==> config.mk <==
export PLATFORM = sky130hd
export DESIGN_NAME = signed_decimal_tile_writer_core
export DESIGN_NICKNAME = d
export VERILOG_FILES = /design/src/hw/rtl/sdtw_pkg.sv /design/src/hw/rtl/sdtw_csub.sv /design/src/hw/rtl/sdtw_ctrl.sv /design/src/hw/rtl/signed_decimal_tile_writer_core.sv
export SDC_FILE = /design/constraint.sdc
export NUM_CORES = 1
export LEC_CHECK = 0
export ABC_AREA = 1
export BUFFER_PORTS_ARGS = -buffer_cell sky130_fd_sc_hd__buf_2
export CORE_ASPECT_RATIO = 0.75
export CORE_MARGIN = 2
export CORE_UTILIZATION = 30
export CTS_CLUSTER_DIAMETER = 80
export DETAILED_ROUTE_END_ITERATION = 16
export GPL_TIMING_DRIVEN = 0
export PLACE_DENSITY = 0.45
export SETUP_SLACK_MARGIN = 0.2
export SLEW_MARGIN = 40
export SYNTH_ARGS = -nofsm -noshare
export SYNTH_HDL_FRONTEND = slang
export SYNTH_SLANG_ARGS = --single-unit
==> constraint.sdc <==
create_clock -name clk_i -period 8.8 [get_ports clk_i]
set_clock_uncertainty 0.1 [all_clocks]
set_input_delay 0.44 -clock clk_i [delete_from_list [all_inputs] [get_ports clk_i]]
set_output_delay 0.44 -clock clk_i [all_outputs]
set_load 0.02 [all_outputs]
==> src/hw/rtl/sdtw_pkg.sv <==
// ----------------------------------------------------------------------------
// sdtw_pkg
// Types, constants and the power-of-ten table shared by the signed decimal
// tile writer modules.
// ----------------------------------------------------------------------------
package sdtw_pkg;

  // Input item: where to print, what to print and with which palette.
  typedef struct packed {
    logic [7:0]         start_column;
    logic [4:0]         row_index;
    logic signed [31:0] number_value;
    logic [3:0]         palette_index;
  } sdtw_in_t;

  // Result item: one VRAM write.
  typedef struct packed {
    logic [15:0] vram_address;
    logic [15:0] tile_word;
    logic        last_write;
  } sdtw_out_t;

  // Result of the shared compare-subtract unit.
  typedef struct packed {
    logic        ge;
    logic [31:0] diff;
  } sdtw_csub_t;

  // Register indexes of the configuration port.
  typedef enum logic {
    REG_FIX_BASE = 1'b0
  } sdtw_reg_e;

  localparam logic [15:0] FIX_BASE_RESET = 16'd28672;
  localparam logic [7:0]  ASCII_MINUS    = 8'h2D;
  localparam logic [7:0]  ASCII_ZERO     = 8'h30;
  localparam logic [3:0]  POW_LAST       = 4'd9;

  // Powers of ten from 10^9 (index 0) down to 1 (index 9).
  function automatic logic [31:0] pow_ten(input logic [3:0] idx);
    logic [31:0] p;
    unique case (idx)
      4'd0:    p = 32'd1000000000;
      4'd1:    p = 32'd100000000;
      4'd2:    p = 32'd10000000;
      4'd3:    p = 32'd1000000;
      4'd4:    p = 32'd100000;
      4'd5:    p = 32'd10000;
      4'd6:    p = 32'd1000;
      4'd7:    p = 32'd100;
      4'd8:    p = 32'd10;
      default: p = 32'd1;
    endcase
    return p;
  endfunction

endpackage

==> src/hw/rtl/sdtw_csub.sv <==
// ----------------------------------------------------------------------------
// sdtw_csub
// Shared compare-subtract unit: compares the remainder with the selected
// power of ten and gives the difference.
// ----------------------------------------------------------------------------
module sdtw_csub (
  input  logic [31:0]         rem_i,
  input  logic [3:0]          pow_idx_i,
  output sdtw_pkg::sdtw_csub_t res_o
);
  import sdtw_pkg::*;

  logic [31:0] pow_val;

  // Table lookup, then one wide compare and subtract.
  assign pow_val    = pow_ten(pow_idx_i);
  assign res_o.ge   = (rem_i >= pow_val);
  assign res_o.diff = rem_i - pow_val;

endmodule

==> src/hw/rtl/sdtw_ctrl.sv <==
// ----------------------------------------------------------------------------
// sdtw_ctrl
// Sequencer for the tile writer: takes an item, strips the sign, drives the
// compare-subtract unit one step per cycle and pushes each character into
// the output register.
// ----------------------------------------------------------------------------
module sdtw_ctrl (
  input  logic                  clk_i,
  input  logic                  rst_ni,
  input  logic [15:0]           fix_base_i,
  input  logic                  in_valid_i,
  output logic                  in_ready_o,
  input  sdtw_pkg::sdtw_in_t    in_data_i,
  output logic                  out_valid_o,
  input  logic                  out_ready_i,
  output sdtw_pkg::sdtw_out_t   out_data_o,
  output logic [31:0]           rem_o,
  output logic [3:0]            pow_idx_o,
  input  sdtw_pkg::sdtw_csub_t  csub_res_i
);
  import sdtw_pkg::*;

  typedef enum logic [1:0] {
    ST_IDLE,
    ST_START,
    ST_DIGIT,
    ST_PUSH
  } state_e;

  state_e      state_q, state_d;
  logic [31:0] rem_q, rem_d;
  logic [3:0]  pow_q, pow_d;
  logic [3:0]  digit_q, digit_d;
  logic        started_q, started_d;
  logic        sign_q, sign_d;
  logic [7:0]  col_q, col_d;
  logic [4:0]  row_q, row_d;
  logic [3:0]  pal_q, pal_d;
  logic [7:0]  char_q, char_d;
  logic        last_q, last_d;
  logic        out_valid_q, out_valid_d;
  sdtw_out_t   out_data_q, out_data_d;
  logic        out_free;
  logic [15:0] addr;

  assign out_free   = !out_valid_q || out_ready_i;
  assign addr       = fix_base_i + {3'b000, col_q, 5'b00000} + {11'd0, row_q};
  assign in_ready_o = (state_q == ST_IDLE);
  assign out_valid_o = out_valid_q;
  assign out_data_o  = out_data_q;
  assign rem_o       = rem_q;
  assign pow_idx_o   = pow_q;

  // Next-state logic of the sequencer.
  always_comb begin
    state_d     = state_q;
    rem_d       = rem_q;
    pow_d       = pow_q;
    digit_d     = digit_q;
    started_d   = started_q;
    sign_d      = sign_q;
    col_d       = col_q;
    row_d       = row_q;
    pal_d       = pal_q;
    char_d      = char_q;
    last_d      = last_q;
    out_valid_d = out_valid_q;
    out_data_d  = out_data_q;

    if (out_valid_q && out_ready_i) begin
      out_valid_d = 1'b0;
    end

    unique case (state_q)
      ST_IDLE: begin
        if (in_valid_i) begin
          col_d     = in_data_i.start_column;
          row_d     = in_data_i.row_index;
          pal_d     = in_data_i.palette_index;
          pow_d     = '0;
          digit_d   = '0;
          started_d = 1'b0;
          if (in_data_i.number_value[31]) begin
            // Negative: write the sign first, then print the magnitude.
            rem_d   = 32'd0 - $unsigned(in_data_i.number_value);
            char_d  = ASCII_MINUS;
            last_d  = 1'b0;
            sign_d  = 1'b1;
            state_d = ST_PUSH;
          end else begin
            rem_d   = $unsigned(in_data_i.number_value);
            sign_d  = 1'b0;
            state_d = ST_START;
          end
        end
      end
      ST_START: begin
        if (rem_q == 32'd0) begin
          char_d  = ASCII_ZERO;
          last_d  = 1'b1;
          state_d = ST_PUSH;
        end else begin
          state_d = ST_DIGIT;
        end
      end
      ST_DIGIT: begin
        if (csub_res_i.ge) begin
          rem_d   = csub_res_i.diff;
          digit_d = digit_q + 4'd1;
        end else if (digit_q != 4'd0 || started_q) begin
          char_d    = ASCII_ZERO + {4'b0000, digit_q};
          last_d    = (pow_q == POW_LAST);
          started_d = 1'b1;
          state_d   = ST_PUSH;
        end else begin
          // Leading zero: move on to the next power.
          pow_d = pow_q + 4'd1;
        end
      end
      ST_PUSH: begin
        if (out_free) begin
          out_valid_d             = 1'b1;
          out_data_d.vram_address = addr;
          out_data_d.tile_word    = {pal_q, 4'b0000, char_q};
          out_data_d.last_write   = last_q;
          col_d                   = col_q + 8'd1;
          if (last_q) begin
            state_d = ST_IDLE;
          end else if (sign_q) begin
            sign_d  = 1'b0;
            state_d = ST_START;
          end else begin
            pow_d   = pow_q + 4'd1;
            digit_d = '0;
            state_d = ST_DIGIT;
          end
        end
      end
      default: state_d = ST_IDLE;
    endcase
  end

  // State and registered outputs.
  always_ff @(posedge clk_i or negedge rst_ni) begin
    if (!rst_ni) begin
      state_q     <= ST_IDLE;
      rem_q       <= '0;
      pow_q       <= '0;
      digit_q     <= '0;
      started_q   <= 1'b0;
      sign_q      <= 1'b0;
      col_q       <= '0;
      row_q       <= '0;
      pal_q       <= '0;
      char_q      <= '0;
      last_q      <= 1'b0;
      out_valid_q <= 1'b0;
      out_data_q  <= '0;
    end else begin
      state_q     <= state_d;
      rem_q       <= rem_d;
      pow_q       <= pow_d;
      digit_q     <= digit_d;
      started_q   <= started_d;
      sign_q      <= sign_d;
      col_q       <= col_d;
      row_q       <= row_d;
      pal_q       <= pal_d;
      char_q      <= char_d;
      last_q      <= last_d;
      out_valid_q <= out_valid_d;
      out_data_q  <= out_data_d;
    end
  end

endmodule

==> src/hw/rtl/signed_decimal_tile_writer_core.sv <==
// ----------------------------------------------------------------------------
// signed_decimal_tile_writer_core
// Prints a signed 32-bit number as decimal tiles into the fix layer.
// ----------------------------------------------------------------------------
// Usage:
// An input item (column, row, signed number, palette) is taken on the
// in_valid_i/in_ready_o handshake while the block is idle. The block then
// produces one VRAM write item per character on out_valid_o/out_ready_i:
// a '-' tile for negative numbers, then the digits without leading zeros;
// the final write of a number carries last_write.
// Each digit is found by repeated compare-subtract of its power of ten in a
// single shared unit, one subtraction per cycle. A new item is taken only
// after the final write of the previous one has been pushed. For a negative
// number the item is accepted in idle, the sequencer enters the push state,
// and the '-' write is loaded into the output register there once it is free.
// A stalled receiver holds the output register and halts the sequencer
// until the write is taken. The fix layer base is set over the APB port at
// byte address 0 and resets to 0x7000. Reset returns the block to idle with
// no write pending.
// ----------------------------------------------------------------------------
module signed_decimal_tile_writer_core (
  input  logic                 clk_i,
  input  logic                 rst_ni,
  input  logic                 in_valid_i,
  output logic                 in_ready_o,
  input  sdtw_pkg::sdtw_in_t   in_data_i,
  output logic                 out_valid_o,
  input  logic                 out_ready_i,
  output sdtw_pkg::sdtw_out_t  out_data_o,
  input  logic                 psel,
  input  logic                 penable,
  input  logic                 pwrite,
  input  logic [2:0]           paddr,
  input  logic [31:0]          pwdata,
  output logic [31:0]          prdata,
  output logic                 pready
);
  import sdtw_pkg::*;

  logic [15:0] fix_base_q;
  logic [15:0] fix_base_d;
  logic        reg_hit;
  logic [31:0] rem;
  logic [3:0]  pow_idx;
  sdtw_csub_t  csub_res;

  // Configuration register: written in the APB access phase.
  assign pready  = 1'b1;
  assign reg_hit = (paddr[2] == REG_FIX_BASE);
  assign prdata  = reg_hit ? {16'd0, fix_base_q} : 32'd0;

  always_comb begin
    fix_base_d = fix_base_q;
    if (psel && penable && pwrite && pready && reg_hit) begin
      fix_base_d = pwdata[15:0];
    end
  end

  always_ff @(posedge clk_i or negedge rst_ni) begin
    if (!rst_ni) begin
      fix_base_q <= FIX_BASE_RESET;
    end else begin
      fix_base_q <= fix_base_d;
    end
  end

  // Sequencer and shared compare-subtract unit.
  sdtw_ctrl u_ctrl (
    .clk_i       (clk_i),
    .rst_ni      (rst_ni),
    .fix_base_i  (fix_base_q),
    .in_valid_i  (in_valid_i),
    .in_ready_o  (in_ready_o),
    .in_data_i   (in_data_i),
    .out_valid_o (out_valid_o),
    .out_ready_i (out_ready_i),
    .out_data_o  (out_data_o),
    .rem_o       (rem),
    .pow_idx_o   (pow_idx),
    .csub_res_i  (csub_res)
  );

  sdtw_csub u_csub (
    .rem_i     (rem),
    .pow_idx_i (pow_idx),
    .res_o     (csub_res)
  );

endmodule
== Word-level counts from Yosys, hierarchy flattened ==
Memory sizes are Yosys's and may differ from the RTL's.
Index checks and enable logic that the tools add are counted.

* Register bits after elaboration: 116
* Bits in latches: 0
* RAM bits: 0
* ROM bits: 480
* Bits of input ports: 91
* Output and inout port bits: 68
* Word-level logic and storage cells: 118
* Memories kept: 1

* $add $sub $neg: 8
* $mul: 0
* Div/mod/pow operators: 0
* Magnitude comparators: 1
* Eq/ne operators: 14
* Shift operators: 0
* Multiplexer cells: 53
* Bitwise gates (word level): 1
* Reduce and logical (&&, ||, !) cells: 24

{| class="wikitable"
|+ Memory list
! name !! words !! width !! rd ports !! clocked after Yosys merged registers in !! wr ports !! line !! source
|-
| (no name shown) || 16 || 30 || 1 || 0 || 0 || sdtw_pkg.sv:42 || <nowiki>unique case (idx)</nowiki>
|}

{| class="wikitable"
|+ Operator list
! cell !! count
|-
| 32-bit 2-to-1 mux || 3
|-
| 32-bit one-hot mux with 2 select lines || 1
|-
| 8-bit 2-to-1 mux || 7
|-
| 4-bit 2-to-1 mux || 10
|-
| 32-bit >= comparator || 1
|-
| 32-bit zero test || 1
|-
| 1-bit by 32-bit subtractor with 32-bit output (first input constant) || 1
|-
| 32-bit subtractor || 1
|-
| 4-bit one-hot mux with 3 select lines || 2
|-
| 8-bit one-hot mux with 3 select lines || 1
|-
| 16-bit by 13-bit adder with 16-bit output || 1
|-
| 16-bit by 5-bit adder with 16-bit output || 1
|-
| 1-bit 2-to-1 mux || 16
|-
| 16-bit 2-to-1 mux || 1
|-
| 8-bit one-hot mux with 2 select lines || 1
|-
| 2-bit 2-to-1 mux || 7
|-
| 2-bit != test (second input constant) || 6
|-
| 4-bit AND reduction || 3
|-
| 6-bit AND reduction || 2
|-
| 4-bit by 1-bit adder with 4-bit output (second input constant) || 2
|-
| 8-bit by 1-bit adder with 8-bit output (second input constant) || 1
|-
| 2-bit by 1-bit != test with 1-bit output (second input constant) || 4
|-
| 2-bit one-hot mux with 4 select lines || 1
|-
| 6-bit by 4-bit adder with 7-bit output (first input constant) || 1
|-
| other kinds (16) || 26
|}

== Longest topological paths before layout ==
* Word-level depth: 5
* Depth in mapped cells: 23
* Gate-level depth less buffers: 22

== Cells and area by module ==
From an unflattened synthesis, not the netlist that was laid out.

* Cell total of the unflattened synthesis: 1,627
* Area, all modules: 10,065.9 µm²

{| class="wikitable"
|+ By module, submodules not included
! module !! instances !! cells each !! area an instance (µm²)
|-
| sdtw_ctrl || 1 || 936 || 6,444.9
|-
| sdtw_csub || 1 || 566 || 2,678.8
|-
| signed_decimal_tile_writer_core || 1 || 125 || 942.2
|}

== Least setup slack after synthesis ==
No wires, ideal clock.

* Path kind: register to register
* Start point: register u_ctrl.pow_q[0], in the netlist u_ctrl.pow_idx_o[0]
* End point: register u_ctrl.rem_q[30], in the netlist u_ctrl.rem_o[30]
* Library setup time: 116 ps
* Arrival time: 2,586 ps
* Required time: 8,584 ps
* Path slack: 5,998 ps
* Stages on the path, launching flop included: 21
* Buffers on the path: 1
* Cells stage by stage: dfrtp_1 -> inv_1 -> ha_1 -> inv_1 -> nor2_1 -> nor2_1 -> ha_1 -> fa_1 -> inv_1 -> nand3_1 -> nand2_2 -> nand2_1 -> nand2_2 -> nand2_1 -> nand3_1 -> nand2_2 -> nand3_4 -> nand2_4 -> buf_2 -> nand2_1 -> nand2_1

* Word-level cells in the longest chain between the ends: 4
* Elaborated cells between the ends (all ways): 7
* Those cells by class: add/sub: 1; order compare: 1; eq/ne: 1; mux: 2; reduce/logical: 1; memory: 1

{| class="wikitable"
|+ RTL lines
! element !! line !! source
|-
| from (decl) || sdtw_ctrl.sv:32 || <nowiki>logic [3:0] pow_q, pow_d;</nowiki>
|-
| from (signal assigned) || sdtw_ctrl.sv:162 || <nowiki>pow_q <= pow_d;</nowiki>
|-
| memory 16 x 30 bit * || n/a ||
|-
| 32-bit subtractor / 32-bit >= comparator (equally long branches) || sdtw_csub.sv:18, sdtw_csub.sv:17 ||
|-
| 32-bit 2-to-1 mux / 2-bit != test (equally long branches) || n/a ||
|-
| 32-bit one-hot mux with 2 select lines / 3-bit AND reduction (equally long branches) || n/a ||
|-
| to (signal assigned) || sdtw_ctrl.sv:161 || <nowiki>rem_q <= rem_d;</nowiki>
|-
| to (decl) || sdtw_ctrl.sv:31 || <nowiki>logic [31:0] rem_q, rem_d;</nowiki>
|}

Every way passes the cells marked *; elsewhere a longest branch is shown, timed or not. The select of a mux whose other input is x is not followed.
A chain may end at the register's enable or synchronous reset.

== Worst setup path after layout ==
* Start point: register u_ctrl.pow_q[3], in the netlist u_ctrl.pow_idx_o[3]
* End point: register u_ctrl.rem_q[7], in the netlist u_ctrl.rem_o[7]

The elaborated chain is that of the path after synthesis.

==> results.tsv <==
stage	metric	value	unit
worst_hold_path	Hold Path End	fix_base_q[14]	
clocking	clock tree from TritonCTS	yes	
timing	remaining max-slew budget at the tightest pin	42.73	%
setup_path	Critical Path, Cell by Cell	clkbuf_1 -> nor2_1 -> clkbuf_1 -> nand2_1 -> ha_1 -> nand2_1 -> nor2_2 -> nand3_1 -> nor2_1 -> nor2_2 -> nand3_4 -> nand2_4 -> inv_6 -> buf_6 -> nand2_1 -> nand2_1	
placement	gp weighted congestion	0.8651	
routing	post-detailed-route DRC marker count	0	
global_route	pin count of the biggest net entering global routing	65	
final_layout	diode insertion count for antenna repair	0	
final_layout	signed area change from the synthesized netlist to the final layout	15.74	%
placement	count of input and output buffers	115	
timing	final max-slew violation count	0	
synthesis	Post-synth EDFFs	0	
setup_path	crit start category	flop	
clocking	clock latency reported for the late side of the worst-skew pair	0.37	ns
synthesis	fraction of the yosys area taken by sequential cells	28.78	%
floorplan	die footprint	0.03398	mm²
clocking	total clock buffers created by CTS	9	
synthesis	synthesized cell area	0.009752	mm²
placement	Detail Placement HPWL	28410	µm
final_layout	footprint of the multi-input gates	0.005822	mm²
clocking	root buffer selected by CTS	sky130_fd_sc_hd__clkbuf_16	
synthesis	dominant synthesized flop cell	sky130_fd_sc_hd__dfrtp_1	
synthesis	count of state elements after synthesis	112	
synthesis	count of synthesis-stage warnings from yosys	0	
floorplan	Initial Util	30.32	%
setup_path	data arrival time of the critical path	3.90	ns
placement	Area after DPL	0.01100	mm²
synthesis	count of unique library cells instantiated by Yosys	50	
floorplan	Top-Level Pins	159	
final_layout	most common cell after layout, fill and taps aside	sky130_fd_sc_hd__nand2_1	
timing	count of endpoints failing hold in the final timing report	0	
final_layout	register area	0.002806	mm²
synthesis	synthesized netlist cell count	1581	
routing	DRT Wirelength	34310	µm
setup_path	Critical R2R Capture	u_ctrl.rem_o[7]	
setup_path	r2r worst-path depth	16	
routing	Wirelength per Cell	15.76	µm
setup_path	top cell family by delay on the critical path	simple AND/OR/NAND/NOR gates	
clocking	hold buffer count at CTS	1	
timing	Final Cycle Share	41.99	%
global_route	first-pass GRT wire length	53700	µm
final_layout	final design instance area without fill	0.01129	mm²
power_and_ir_drop	LEAKAGE	6.311	nW
setup_path	slowest library cell on the worst path	sky130_fd_sc_hd__ha_1	
setup_path	register-to-register path setup slack	5.10	ns
global_route	antenna violations before repair	0	
timing	slew at the pin closest to its max-slew limit	0.8591	ns
placement	setup slack at placement	5.202	ns
final_layout	fraction of layout instances using a drive strength above 1	11.35	%
clocking	count of instances resized after the clock tree is built	0	
clocking	clock transition at the registers of the reported paths	0.09	ns
floorplan	standard-cell row count	57	
timing	Post-Route Hold Slack	0.1953	ns
clocking	clk sink count	112	
power_and_ir_drop	Reg power frac	20.9	%
setup_path	launching element of the worst setup path	u_ctrl.pow_idx_o[3]	
power_and_ir_drop	clock network fraction of total power	9.4	%
floorplan	Core Box Area	0.03216	mm²
timing	min setup slack post-route	5.105	ns
status	result of the run	finished clean	
synthesis	async set-reset flop share out of synthesis	100.0	%
timing	post-layout min period	3.695	ns
timing	total setup violations reported at the end of the flow	0	
clocking	buffers from clock root to sink, at most	2	
setup_path	required time reported for the critical path endpoint	9.01	ns
timing	setup repair after global routing missed its margin	no	
clocking	number of buffers added for setup after CTS	0	
power_and_ir_drop	fraction of power consumed by combinational cells	69.7	%
routing	first-pass iteration count of the detailed router	7	
clocking	number of H-tree levels	3	
setup_path	Top cell by count, worst path	sky130_fd_sc_hd__nand2_1	
routing	routed vias	10090	
worst_hold_path	HP Start	pwdata[14]	
global_route	number of global-route vias before repair	9393	
power_and_ir_drop	Max VDD drop	120.5	µV
power_and_ir_drop	switching fraction of total power	57.12	%
setup_path	peak per-stage delay on the critical path	0.51	ns
setup_path	worst-path maximum fanout	10	
power_and_ir_drop	NetSw	0.002585	W
global_route	final global-route overflow total	0	
final_layout	highest-count cells in the layout ignoring fill and taps	sky130_fd_sc_hd__nand2_1, sky130_fd_sc_hd__inv_1, sky130_fd_sc_hd__nor2_1, sky130_fd_sc_hd__buf_2, sky130_fd_sc_hd__dfrtp_1	
routing	Vias per Instance	4.633	
setup_path	category of the most critical setup path	flop to flop	
setup_path	number of buffer and inverter stages on the critical path	4	
timing	setup TNS	0	ns
final_layout	layout net count	1882	
worst_hold_path	path type of the worst min-delay path	input pin to flop	
worst_hold_path	hold-critical path depth	3	
setup_path	startpoint of the most critical register-to-register path	u_ctrl.pow_idx_o[3]	
routing	starting DRC count in detailed routing	804	
floorplan	overall die width	212.2	µm
flow_run	number of max-capacitance violations reported	0	
power_and_ir_drop	internal portion of total power	0.001941	W
timing	peak clock frequency supported by timing	0.2706	GHz
power_and_ir_drop	pwr dens	401.1	mW/mm²
setup_path	type of destination of the critical path	flop	
final_layout	fill cell count	3649	
global_route	overall fraction of global-route tracks in use	20.65	%
routing	antenna-violating nets left	0	
synthesis	synthesized area per cell	6.168	µm²
power_and_ir_drop	Total Power	0.004527	W
floorplan	Die Height	160.1	µm
## cells in the mapped netlist, types with 4 or more instances
cell                       instances  area, µm²
sky130_fd_sc_hd__mux2_2            8      90.09
sky130_fd_sc_hd__o21ai_0          72      360.4
sky130_fd_sc_hd__nand3b_1         12      90.09
sky130_fd_sc_hd__xnor2_1           6      52.55
sky130_fd_sc_hd__o21ai_1           7      35.03
sky130_fd_sc_hd__o21bai_1          6      45.04
sky130_fd_sc_hd__a21oi_1          75      375.4
sky130_fd_sc_hd__xor2_1            9      78.83
sky130_fd_sc_hd__inv_1           222      833.3
sky130_fd_sc_hd__buf_4            24      180.2
sky130_fd_sc_hd__nor2_1          155      581.8
sky130_fd_sc_hd__and2_1            4      25.02
sky130_fd_sc_hd__inv_2             5      18.77
sky130_fd_sc_hd__nor3_1           16      80.08
sky130_fd_sc_hd__clkbuf_1         26      97.59
sky130_fd_sc_hd__nor2_2            5      31.28
sky130_fd_sc_hd__nand4_1          12      75.07
sky130_fd_sc_hd__a31oi_1           5      31.28
sky130_fd_sc_hd__ha_1             59      738.2
sky130_fd_sc_hd__nor4_1            4      25.02
sky130_fd_sc_hd__nand2_2           5      31.28
sky130_fd_sc_hd__nand3_1         105      525.5
sky130_fd_sc_hd__dfrtp_1         109       2728
sky130_fd_sc_hd__nand2_1         583       2188
## per-layer routing
layer	GRT usage, %	vias up	part of all wire [%]
met2	27.05	263	37
met4	3.009	0	0.71
met5	0	-	0
li1	-	5230	-
met3	3.658	14	6.3
met1	34.47	4579	56
## worst register-to-register path, stage by stage, from the launching register on
cell and delay (ns):
sky130_fd_sc_hd__dfrtp_1 0.37, sky130_fd_sc_hd__clkbuf_1 0.18, sky130_fd_sc_hd__nor2_1 0.21, sky130_fd_sc_hd__clkbuf_1 0.35, sky130_fd_sc_hd__nand2_1 0.32, sky130_fd_sc_hd__ha_1 0.51, sky130_fd_sc_hd__nand2_1 0.24, sky130_fd_sc_hd__nor2_2 0.21
sky130_fd_sc_hd__nand3_1 0.16, sky130_fd_sc_hd__nor2_1 0.20, sky130_fd_sc_hd__nor2_2 0.09, sky130_fd_sc_hd__nand3_4 0.14, sky130_fd_sc_hd__nand2_4 0.13, sky130_fd_sc_hd__inv_6 0.15, sky130_fd_sc_hd__buf_6 0.16, sky130_fd_sc_hd__nand2_1 0.07
sky130_fd_sc_hd__nand2_1 0.06
## power groups by stage
stage / Sequential, W / Combinational (W) / Clock, W
2_1_floorplan: 0.000941 / 0.00215 / 0
5_1_grt: 0.000969 / 0.00358 / 0.000456
3_5_place_dp: 0.000947 / 0.00312 / 0
3_3_place_gp: 0.000948 / 0.00311 / 0
4_1_cts: 0.000939 / 0.00314 / 0.000439
6_report: 0.000947 / 0.00315 / 0.000426
## worst max path at each step
stage,cells after the start,to,slack [ns]
floorplan,20,u_ctrl.rem_o[30],6.00
global placement,15,u_ctrl.rem_o[2],5.19
detailed placement,15,u_ctrl.rem_o[2],5.20
CTS,16,u_ctrl.rem_o[12],5.16
global route,17,u_ctrl.rem_o[28],4.80
finish,16,u_ctrl.rem_o[7],5.10
## final cells by class
type                       count  share of cell area, %
buffer                        57                  2.927
clock buffer                  10                  2.029
clock inverter                 6                 0.4545
inverter                     231                  7.726
multi-input combinational   1202                  51.58
sequential                   112                  24.86
tap                          442                  4.900
timing repair buffer         117                  5.520
## sequential cells by signal, indices dropped and copies added (netlist names)
| name | cells |
|---|---|
| u_ctrl.digit_q | 4 |
| u_ctrl.row_q | 5 |
| fix_base_q | 16 |
| u_ctrl.rem_o | 32 |
| u_ctrl.started_q | 1 |
| u_ctrl.char_q | 6 |
| u_ctrl.last_q | 1 |
| u_ctrl.state_q | 2 |
| u_ctrl.pal_q | 4 |
| u_ctrl.pow_idx_o | 4 |
| u_ctrl.col_q | 8 |
| u_ctrl.out_valid_o | 1 |
| u_ctrl.sign_q | 1 |
| u_ctrl.out_data_o | 27 |
## cells by family after synthesis
logic type | share of synthesized area [%]
buf+inv | 12.33
other cells | 0.07701
mux | 0.9238
xor+xnor | 1.347
flops | 28.78
fa+ha+maj | 7.981
simple gates | 38.38
compound gates | 10.19
## through the flow
stage / util, % / instances
3_5_place_dp: 34.19 / 2160
4_1_cts: 35.09 / 2177
5_1_grt: 35.09 / 2177
3_3_place_gp: 34.07 / 2159
2_1_floorplan: - / 1602
6_report: 35.09 / 2177
Power figures use the tool's default switching activity.
